`src/rtl/assert_macros.svh`:
```
// Assertion macros for the RTL files that carry checks.
// Depends on nothing; included by the top level only.
`ifndef ASSERT_MACROS_SVH
`define ASSERT_MACROS_SVH

// Property must hold at every rising edge outside reset.
`define ASSERT_ALWAYS(label, clk, rst_n, prop) \
  label: assert property (@(posedge clk) disable iff (!rst_n) (prop)) \
    else $error("assertion failed: property violated");

// Consequent must hold in the cycle after the antecedent.
`define ASSERT_NEXT(label, clk, rst_n, ante, cons) \
  label: assert property (@(posedge clk) disable iff (!rst_n) (ante) |=> (cons)) \
    else $error("assertion failed: next-cycle property violated");

`endif

```
`src/rtl/ist_pkg.sv`:
```
// Shared types and constants for the integer set table.
// No dependencies; imported by every module of the block.
package ist_pkg;

  localparam int CAPACITY_DEF = 64;
  localparam int VALUE_W      = 32;
  localparam int COUNT_OUT_W  = 7;
  localparam int IN_TDATA_W   = 40;
  localparam int OUT_TDATA_W  = 16;

  typedef enum logic [1:0] {
    OP_ADD      = 2'd0,
    OP_REMOVE   = 2'd1,
    OP_CONTAINS = 2'd2,
    OP_CLEAR    = 2'd3
  } op_t;

  // Commands from the controller to the datapath.
  typedef struct packed {
    logic load;    // capture a new operation from the input channel
    logic lookup;  // compare every cell against the captured value
    logic exec;    // commit the table update and load the result register
  } dp_cmd_t;

endpackage

```
`src/rtl/ist_datapath.sv`:
```
// Datapath of the integer set table: the row of entry cells, the count,
// the match vector and the result register. Depends on ist_pkg.
module ist_datapath #(
  parameter int CAPACITY = ist_pkg::CAPACITY_DEF
) (
  input  logic                         clk,
  input  logic                         rst_n,
  input  ist_pkg::dp_cmd_t             cmd,
  input  ist_pkg::op_t                 in_mode,
  input  logic [ist_pkg::VALUE_W-1:0]  in_value,
  output logic                         res_success,
  output logic                         res_table_full,
  output logic [ist_pkg::COUNT_OUT_W-1:0] res_element_count,
  output logic                         res_set_empty
);
  import ist_pkg::*;

  localparam int CW = $clog2(CAPACITY + 1);

  logic [VALUE_W-1:0] entries_r [CAPACITY];
  logic [CW-1:0]      count_r, count_nxt;
  op_t                mode_r;
  logic [VALUE_W-1:0] value_r;
  logic [CAPACITY-1:0] match_r;
  logic [CAPACITY-1:0] shift_mask;
  logic               found;
  logic               is_full;
  logic               do_add, do_remove;
  logic               success_nxt, full_nxt;
  logic [CW+COUNT_OUT_W-1:0] count_ext;

  logic                   success_r, table_full_r, set_empty_r;
  logic [COUNT_OUT_W-1:0] element_count_r;

  always_ff @(posedge clk) begin
    if (cmd.load) begin
      mode_r  <= in_mode;
      value_r <= in_value;
    end
  end

  // Each cell compares its own entry; cells at or above the count never match.
  genvar g;
  generate
    for (g = 0; g < CAPACITY; g++) begin : g_cell
      always_ff @(posedge clk) begin
        if (cmd.lookup) begin
          match_r[g] <= (CW'(g) < count_r) && (entries_r[g] == value_r);
        end
      end
      // Values are distinct, so at most one bit of match_r is set and every
      // cell at or above it takes its upper neighbor on a remove.
      assign shift_mask[g] = |match_r[g:0];
    end
  endgenerate

  assign found   = |match_r;
  assign is_full = (count_r == CW'(CAPACITY));

  always_comb begin
    count_nxt   = count_r;
    success_nxt = 1'b0;
    full_nxt    = 1'b0;
    do_add      = 1'b0;
    do_remove   = 1'b0;
    unique case (mode_r)
      OP_ADD: begin
        if (!found) begin
          if (is_full) begin
            full_nxt = 1'b1;
          end else begin
            do_add      = 1'b1;
            success_nxt = 1'b1;
            count_nxt   = count_r + CW'(1);
          end
        end
      end
      OP_REMOVE: begin
        if (found) begin
          do_remove   = 1'b1;
          success_nxt = 1'b1;
          count_nxt   = count_r - CW'(1);
        end
      end
      OP_CONTAINS: begin
        success_nxt = found;
      end
      OP_CLEAR: begin
        success_nxt = 1'b1;
        count_nxt   = '0;
      end
      default: begin
        success_nxt = 1'b0;
      end
    endcase
  end

  generate
    for (g = 0; g < CAPACITY; g++) begin : g_store
      always_ff @(posedge clk) begin
        if (cmd.exec) begin
          if (do_add && (CW'(g) == count_r)) begin
            entries_r[g] <= value_r;
          end else if (do_remove && shift_mask[g]) begin
            if (g + 1 < CAPACITY) begin
              entries_r[g] <= entries_r[(g + 1) % CAPACITY];
            end
          end
        end
      end
    end
  endgenerate

  always_ff @(posedge clk) begin
    if (!rst_n) begin
      count_r <= '0;
    end else if (cmd.exec) begin
      count_r <= count_nxt;
    end
  end

  assign count_ext = {{COUNT_OUT_W{1'b0}}, count_nxt};

  always_ff @(posedge clk) begin
    if (cmd.exec) begin
      success_r       <= success_nxt;
      table_full_r    <= full_nxt;
      element_count_r <= count_ext[COUNT_OUT_W-1:0];
      set_empty_r     <= (count_nxt == '0);
    end
  end

  assign res_success       = success_r;
  assign res_table_full    = table_full_r;
  assign res_element_count = element_count_r;
  assign res_set_empty     = set_empty_r;

endmodule

```
`src/rtl/ist_ctrl.sv`:
```
// Controller of the integer set table: sequences lookup and commit for each
// transaction and owns both handshakes. Depends on ist_pkg.
module ist_ctrl (
  input  logic             clk,
  input  logic             rst_n,
  input  logic             in_tvalid,
  output logic             in_tready,
  output logic             out_tvalid,
  input  logic             out_tready,
  output ist_pkg::dp_cmd_t cmd
);
  import ist_pkg::*;

  typedef enum logic [2:0] {
    S_IDLE   = 3'b001,
    S_LOOKUP = 3'b010,
    S_EXEC   = 3'b100
  } state_t;

  state_t state_r, state_nxt;
  logic   out_valid_r, out_valid_nxt;
  logic   out_free;

  // The result register can be loaded when empty or being emptied now.
  assign out_free = !out_valid_r || out_tready;

  always_comb begin
    state_nxt  = state_r;
    in_tready  = 1'b0;
    cmd        = '0;
    unique case (state_r)
      S_IDLE: begin
        in_tready = 1'b1;
        if (in_tvalid) begin
          cmd.load  = 1'b1;
          state_nxt = S_LOOKUP;
        end
      end
      S_LOOKUP: begin
        cmd.lookup = 1'b1;
        state_nxt  = S_EXEC;
      end
      S_EXEC: begin
        if (out_free) begin
          cmd.exec  = 1'b1;
          in_tready = 1'b1;
          if (in_tvalid) begin
            cmd.load  = 1'b1;
            state_nxt = S_LOOKUP;
          end else begin
            state_nxt = S_IDLE;
          end
        end
      end
      default: begin
        state_nxt = S_IDLE;
      end
    endcase
  end

  always_comb begin
    if (cmd.exec) begin
      out_valid_nxt = 1'b1;
    end else if (out_tready) begin
      out_valid_nxt = 1'b0;
    end else begin
      out_valid_nxt = out_valid_r;
    end
  end

  always_ff @(posedge clk) begin
    if (!rst_n) begin
      state_r     <= S_IDLE;
      out_valid_r <= 1'b0;
    end else begin
      state_r     <= state_nxt;
      out_valid_r <= out_valid_nxt;
    end
  end

  assign out_tvalid = out_valid_r;

endmodule

```
`src/rtl/integer_set_table.sv`:
```
// Integer set table: a set of distinct 32-bit values in insertion order.
// Each input transaction carries one operation: add, remove, contains or
// clear. Every transaction yields exactly one result transaction with a
// success flag, a table-full flag, the element count and an empty flag.
// Input tdata: mode in bits 1:0, value in bits 33:2. Output tdata: success,
// table_full, element_count (7 bits), set_empty from bit 0 up.
// Each accepted operation passes a lookup step (all cells compare in parallel
// into a registered match vector) and then a commit step (append, or a
// one-step shift of the cells above a hit) that loads the result register;
// the next operation can be accepted in the commit step of the last one.
// The result register parts the two sides: while a result waits, the next
// operation is accepted and looked up, and it holds in its commit step
// until the waiting result is taken. No result is dropped or repeated.
// Reset (rst_n low, synchronous) empties the set and clears the output valid;
// the entry cells are not cleared, as only cells below the count are read.
`include "assert_macros.svh"
module integer_set_table #(
  parameter int CAPACITY = ist_pkg::CAPACITY_DEF
) (
  input  logic                              clk,
  input  logic                              rst_n,
  input  logic                              in_tvalid,
  output logic                              in_tready,
  // mode [1:0], value [33:2], zero pad [39:34]
  input  logic [ist_pkg::IN_TDATA_W-1:0]    in_tdata,
  output logic                              out_tvalid,
  input  logic                              out_tready,
  // success [0], table_full [1], element_count [8:2], set_empty [9], pad [15:10]
  output logic [ist_pkg::OUT_TDATA_W-1:0]   out_tdata
);
  import ist_pkg::*;

  dp_cmd_t                cmd;
  logic                   res_success, res_table_full, res_set_empty;
  logic [COUNT_OUT_W-1:0] res_element_count;

  ist_ctrl u_ctrl (
    .clk        (clk),
    .rst_n      (rst_n),
    .in_tvalid  (in_tvalid),
    .in_tready  (in_tready),
    .out_tvalid (out_tvalid),
    .out_tready (out_tready),
    .cmd        (cmd)
  );

  ist_datapath #(
    .CAPACITY (CAPACITY)
  ) u_datapath (
    .clk               (clk),
    .rst_n             (rst_n),
    .cmd               (cmd),
    .in_mode           (op_t'(in_tdata[1:0])),
    .in_value          (in_tdata[VALUE_W+1:2]),
    .res_success       (res_success),
    .res_table_full    (res_table_full),
    .res_element_count (res_element_count),
    .res_set_empty     (res_set_empty)
  );

  assign out_tdata = {{(OUT_TDATA_W - COUNT_OUT_W - 3){1'b0}}, res_set_empty,
                      res_element_count, res_table_full, res_success};

  `ASSERT_NEXT(a_accept_then_lookup, clk, rst_n, in_tvalid && in_tready, cmd.lookup)
  `ASSERT_NEXT(a_exec_loads_result, clk, rst_n, cmd.exec, out_tvalid)
  `ASSERT_ALWAYS(a_full_not_success, clk, rst_n, !(out_tvalid && res_success && res_table_full))
  `ASSERT_ALWAYS(a_lookup_not_exec, clk, rst_n, !(cmd.lookup && (cmd.exec || cmd.load)))

endmodule

```
`config.mk`:
```
export PLATFORM = sky130hd
export DESIGN_NAME = integer_set_table
export DESIGN_NICKNAME = d
export VERILOG_FILES = /design/src/rtl/ist_pkg.sv /design/src/rtl/ist_datapath.sv /design/src/rtl/ist_ctrl.sv /design/src/rtl/integer_set_table.sv
export VERILOG_INCLUDE_DIRS = /design/src /design/src/rtl
export SDC_FILE = /design/constraint.sdc
export NUM_CORES = 2
export LEC_CHECK = 0
export BUFFER_PORTS_ARGS = -buffer_cell sky130_fd_sc_hd__buf_2
export CORE_MARGIN = 4
export CORE_UTILIZATION = 55
export DETAILED_ROUTE_END_ITERATION = 10
export PLACE_DENSITY_LB_ADDON = 0.12
export SLEW_MARGIN = 20
export SYNTH_ARGS = -nofsm -noshare
export SYNTH_HDL_FRONTEND = slang
export SYNTH_HIERARCHICAL = 1
export SYNTH_SLANG_ARGS = --single-unit
```
`constraint.sdc`:
```
create_clock -name clk -period 8.1 [get_ports clk]
set_input_delay 2.025 -clock clk [delete_from_list [all_inputs] [get_ports clk]]
set_output_delay 2.025 -clock clk [all_outputs]
set_load 0.01 [all_outputs]
```
# Yosys cells after proc, flatten, opt, wreduce, memory -nomap -nowiden
# Memories as Yosys holds them, arrays and structs flattened.
# Cells that the tools add are included.
[word_totals] ramBits=2048 wordCells=1137 input_bits=44 out_inout_bits=18 memories=1 regBits=119
[op_classes] bitwise_logic=64 reduce_logical=263 n_addsub=2 n_lt_le_gt_ge=64 n_eq_ne=136 mux=534
[mem_list] memory="u_datapath.entries_r" words=64 width=32 read_ports=64 rd_clocked_by_memory_dff=0 write_ports=63 line_no="ist_datapath.sv:20" source="logic [VALUE_W-1:0] entries_r [CAPACITY];"
[op_table] op="== test 32 bit" n=64
[op_table] op="2-to-1 mux 32 bit" n=64
[op_table] op="2-to-1 mux 1 bit" n=458
[op_table] op="== test 6 x 7 -> 1 bit, first input constant" n=32
[op_table] op="less-than comparator 6 x 7 -> 1 bit, first input constant" n=32
[op_table] op="logical AND 1 bit" n=191
[op_table] op="== test 5 x 7 -> 1 bit, first input constant" n=16
[op_table] op="less-than comparator 5 x 7 -> 1 bit, first input constant" n=16
[op_table] op="OR reduction 65 bit" n=1
[op_table] op="OR reduction 32 bit" n=2
[op_table] op="OR reduction 64 bit" n=1
[op_table] op="OR 1 bit" n=63
[op_table] op="OR reduction 63 bit" n=1
[op_table] op="OR reduction 62 bit" n=1
[op_table] op="OR reduction 61 bit" n=1
[op_table] op="OR reduction 60 bit" n=1
[op_table] op="OR reduction 59 bit" n=1
[op_table] op="OR reduction 58 bit" n=1
[op_table] op="OR reduction 57 bit" n=1
[op_table] op="== test 4 x 7 -> 1 bit, first input constant" n=8
[op_table] op="less-than comparator 4 x 7 -> 1 bit, first input constant" n=8
[op_table] op="OR reduction 56 bit" n=1
[op_table] op="OR reduction 55 bit" n=1
[op_table] op="OR reduction 54 bit" n=1
[op_table] op="82 further kinds" n=97

# Longest topological paths before layout
[depth] word_depth=10 mapped_depth=12 depth_no_buf=9

# Hierarchy
# Netlist, hierarchy kept.
[by_module_without_submodules] module="ist_datapath" seq_area_each_um2=64882.2 cells_each=8201 n_inst=1 area_per_inst_um2=115168.0
[by_module_without_submodules] module="ist_ctrl" seq_area_each_um2=80.1 cells_each=28 n_inst=1 area_per_inst_um2=236.5
[by_module_without_submodules] module="integer_set_table" seq_area_each_um2=0.0 cells_each=10 n_inst=1 area_per_inst_um2=71.3

# Worst setup path after synthesis
# No wires, ideal clock.
[synth_timing] path_kind="input-to-reg" startpoint="input out_tready" endpoint="memory u_datapath.entries_r[59][0] (netlist: u_datapath/entries_r[1][864]), enable pin" path_stages=8 path_buffers=2 t_arrival_ps=6472 setup_ps=511 required_time_ps=7589 path_slack_ps=1117 path_cell_list="nand2b_1 -> and3_2 -> buf_4 -> inv_1 -> nor3_1 -> buf_2 -> nand2_1 -> o41ai_1"
[synth_rtl] item="from (decl)" line_no="integer_set_table.sv:27" source="input logic out_tready,"
[synth_rtl] item="to (decl)" line_no="ist_datapath.sv:20"

==> impl_metrics.yaml <==
status:
  outcome: "finished, final reports clean"
cts:
  cts_setup_buffers: 0
  htree_levels: 4
  cts-root-buf: "clkbuf_16"
  clkLatencyLatePin_ns: 0.89
  clockBufferDepth: 3
  cts.reportedPaths.clkPinSlew_ns: 0.06
  cts_resized: 0
  cts.sinks: 2167
  cts_tree: "yes"
  holdBufCountCts: 0
  cts_buffers: 230
drt:
  drt_iter0_markers: 7493
  antenna_left: 0
  vias_per_cell: 6.27
  routed_wl_um: 343000
  wl_per_cell_um: 30.9
  first_pass_iters: 6
  vias: 69500
  drc: 0
synthesis:
  synth_top_area_share_pct: 56.1
  yosysSeqAreaShare_pct: 56.3
  ys.flop_type: "edfxtp_1"
  netlist_instances: 8239
  synth_area_leaders: "edfxtp_1, mux2_2, xor2_1"
  ys_ff_latch: 2167
  yosysWarnings: 6
  async_reset_ff_share_pct: 0
  synth_top_cell_by_area: "edfxtp_1"
  syn-cell-area_um2: 115000
  synth_area_per_cell_um2: 14.0
  synth_edf_count: 2156
  ys_types: 78
final_layout:
  nets: 8151
  num_antenna_cells: 0
  area_delta_synth_final_pct: 9.82
  instances_no_fill: 11100
  layout-drive-gt1-share_pct: 31.9
sta:
  fin_worst_skew_ns: 0.0341
  worst_pin_slew_ns: 1.40
  finalCritPeriodShare_pct: 75.5
  slew_violations: 0
  max_clock_freq_ghz: 0.164
  slew_headroom_pct: 5.86
  setup_tns_ns: 0
  rsz0062_at_grt: "false"
  hold_viol_final: 0
  setup_viol: 0
  layout_min_cycle_time_ns: 6.11
floorplan:
  core_area_um2: 208000
  row_count: 167
  start_util_pct: 55.5
  ioPinCount: 62
  die_h_um: 466
  die_area_um2: 217000
  die_w_um: 466
setup_path:
  reg2reg_depth: 8
  ff2ff_setup_slack_ns: 1.99
  criticalPathCategory: "reg -> reg"
  crit_fanout: 32
  critPathLaunchType: "flop"
  crit_arrival_ns: 6.59
  slowest_delay_ns: 1.07
  cp-endpoint: "u_datapath/entries_r[0][432]$_DFFE_PP_"
  crit_chain: "nor4_1 -> nand4_1 -> or4_1 -> nor3_2 -> buf_4 -> and4_1 -> nand2_1 -> o21ai_4"
  timing.rr.start: "u_datapath/match_r[6]$_DFFE_PP_"
  worstReg2RegEnd: "u_datapath/entries_r[0][432]$_DFFE_PP_"
  critical_path_required_ns: 8.58
  cp_slowest_cell: "o21ai_4"
  crit_start: "u_datapath/match_r[6]$_DFFE_PP_"
  endpoint_kind: "flop"
global_routing:
  gr-usage-all-layers_pct: 30.9
  grt_pass1_vias: 70400
  grt_pass1_wl_um: 494000
  grt_max_degree: 84
  overflow: 0
  antenna_found_initial: 9
placement:
  port_buffers: 49
  dp.cells: 10600
  place.gp.congestion: 0.896
  dp_hpwl_um: 231000
power:
  p_leak_uw: 0.0405
  powerDensity_nw_per_um2: 197
  ir_worst_vdd_mv: 0.217
hold_path:
  hold_class: "reg -> reg"
flow_run:
  maxCapViolCount: 0
-- state kept, by name, indices dropped and copies added (netlist names) --
signal / flops
u_ctrl/out_tvalid: 1
u_ctrl/state_r: 3
u_datapath/count_r: 7
u_datapath/entries_r: 2048
u_datapath/match_r: 64
u_datapath/mode_r: 2
u_datapath/res_element_count: 7
u_datapath/res_set_empty: 1
u_datapath/res_success: 1
u_datapath/res_table_full: 1
u_datapath/value_r: 32
-- worst min path at each step --
stage                                                      start                                 endpoint  slack [ns]  cells past startpoint
after global placement            u_ctrl/state_r[0]$_SDFFE_PN1P_           u_ctrl/state_r[2]$_SDFFE_PN0P_        0.52                      1
after global routing              u_ctrl/state_r[0]$_SDFFE_PN1P_           u_ctrl/state_r[2]$_SDFFE_PN0P_        0.60                      1
final                     u_datapath/entries_r[1][239]$_DFFE_PP_   u_datapath/entries_r[1][207]$_DFFE_PP_        0.57                      2
after floorplan                  u_datapath/value_r[8]$_DFFE_PP_  u_datapath/entries_r[1][1000]$_DFFE_PP_        0.42                      0
after detailed placement          u_ctrl/state_r[0]$_SDFFE_PN1P_           u_ctrl/state_r[2]$_SDFFE_PN0P_        0.56                      1
after CTS                 u_datapath/entries_r[1][239]$_DFFE_PP_   u_datapath/entries_r[1][207]$_DFFE_PP_        0.57                      2
-- worst max-delay path, delay by kind of cell (launching register included) --
kind                   cells  cell delay, ns
buffers and inverters      1            0.35
AO/OA/AOI/OAI              1            1.07
flip-flops                 1            0.42
AND/OR/NAND/NOR            6            3.82
-- stage by stage --
step / util (%) / total power [uW] / hold WS [ns] / area (um2) / worst slack (ns)
after detailed placement: 57.4 / 14900 / 0.559 / 119000 / 1.93
after global placement: 57.4 / 14900 / 0.522 / 119000 / 2.00
after CTS: 60.9 / 25100 / 0.571 / 127000 / 2.12
after floorplan: - / 14200 / 0.424 / 115000 / 1.12
final: 61.0 / 25000 / 0.567 / 127000 / 1.99
after global routing: 61.0 / 25700 / 0.597 / 127000 / 1.86
-- cells in the mapped netlist (all sizes together), types with 8 or more instances --
cell type	n
edfxtp	2156
mux2	1871
xor2	1211
xnor2	834
clkbuf	383
nor4	368
buf	327
nand4	251
nand2	204
o21ai	186
nor2	65
nand3	60
nor3	59
o21bai	34
o2111ai	22
a21oi	20
inv	19
and2	14
a211oi	12
dfxtp	11
ha	10
or3	10
o22ai	9
a2111oi	8
o211ai	8
-- kinds of logic (layout without fill, tap and decap cells) --
group / count (synthesis) / after routing / share of synthesized area [%]
flops: 2167 / 2167 / 56.3
xor+xnor: 2045 / 2045 / 15.5
mux: 1873 / 1873 / 18.3
simple gates: 1069 / 1069 / 5.19
buf+inv: 729 / 776 / 2.69
compound gates: 345 / 345 / 1.92
fa+ha+maj: 10 / 10 / 0.108
other cells: 1 / 6 / 0.00325
-- layer usage --
| metal | share of wire [%] | GRT usage (%) | wire (um) |
|---|---|---|---|
| met1 | 40 | 41.0 | 137000 |
| met2 | 48 | 51.1 | 165000 |
| met3 | 7.5 | 4.86 | 25800 |
| met4 | 4.3 | 12.2 | 14800 |
| met5 | 0.0099 | 0 | 34 |
-- layout by cell type, fill, tap and decap left out, types with 12 or more instances in the layout --
cell type	netlist	routed
mux2_4	19	19
edfxtp_1	2156	2156
nor3_1	58	53
nand4_1	251	251
nand3_1	59	59
buf_2	134	49
buf_12	0	35
inv_1	19	15
xor2_1	1211	1211
clkinv_2	0	50
o21ai_0	179	163
mux2_1	19	19
mux2_2	1833	1833
clkbuf_1	383	48
nor4_1	363	362
bufinv_16	0	15
buf_4	44	238
and2_1	14	13
o21bai_4	0	15
a21oi_1	17	12
clkinvlp_4	0	13
o21bai_2	0	19
clkbuf_16	0	236
xnor2_1	834	834
nand2_1	204	202
o2111ai_1	22	22
clkinv_1	0	56
o21ai_4	0	12
nor2_2	8	15
nor2_1	57	44
-- cell type report --
cell class / count / area, um2
Inverter: 19 / 71.3
Tap cell: 2788 / 3490
Fill cell: 15800 / 81100
Sequential cell: 2167 / 65000
Clock buffer: 284 / 6090
Multi-Input combinational cell: 5348 / 48100
Timing Repair Buffer: 331 / 2970
Clock inverter: 142 / 1110
-- power breakdown --
part / switching, uW / internal (uW) / leakage [uW]
clock network: 4510 / 5770 / 0.00351
registers: 32.9 / 12400 / 0.0195
logic: 1330 / 930 / 0.0175
total: 5870 / 19100 / 0.0405
Note: power is estimated with default switching activity, not from simulation.
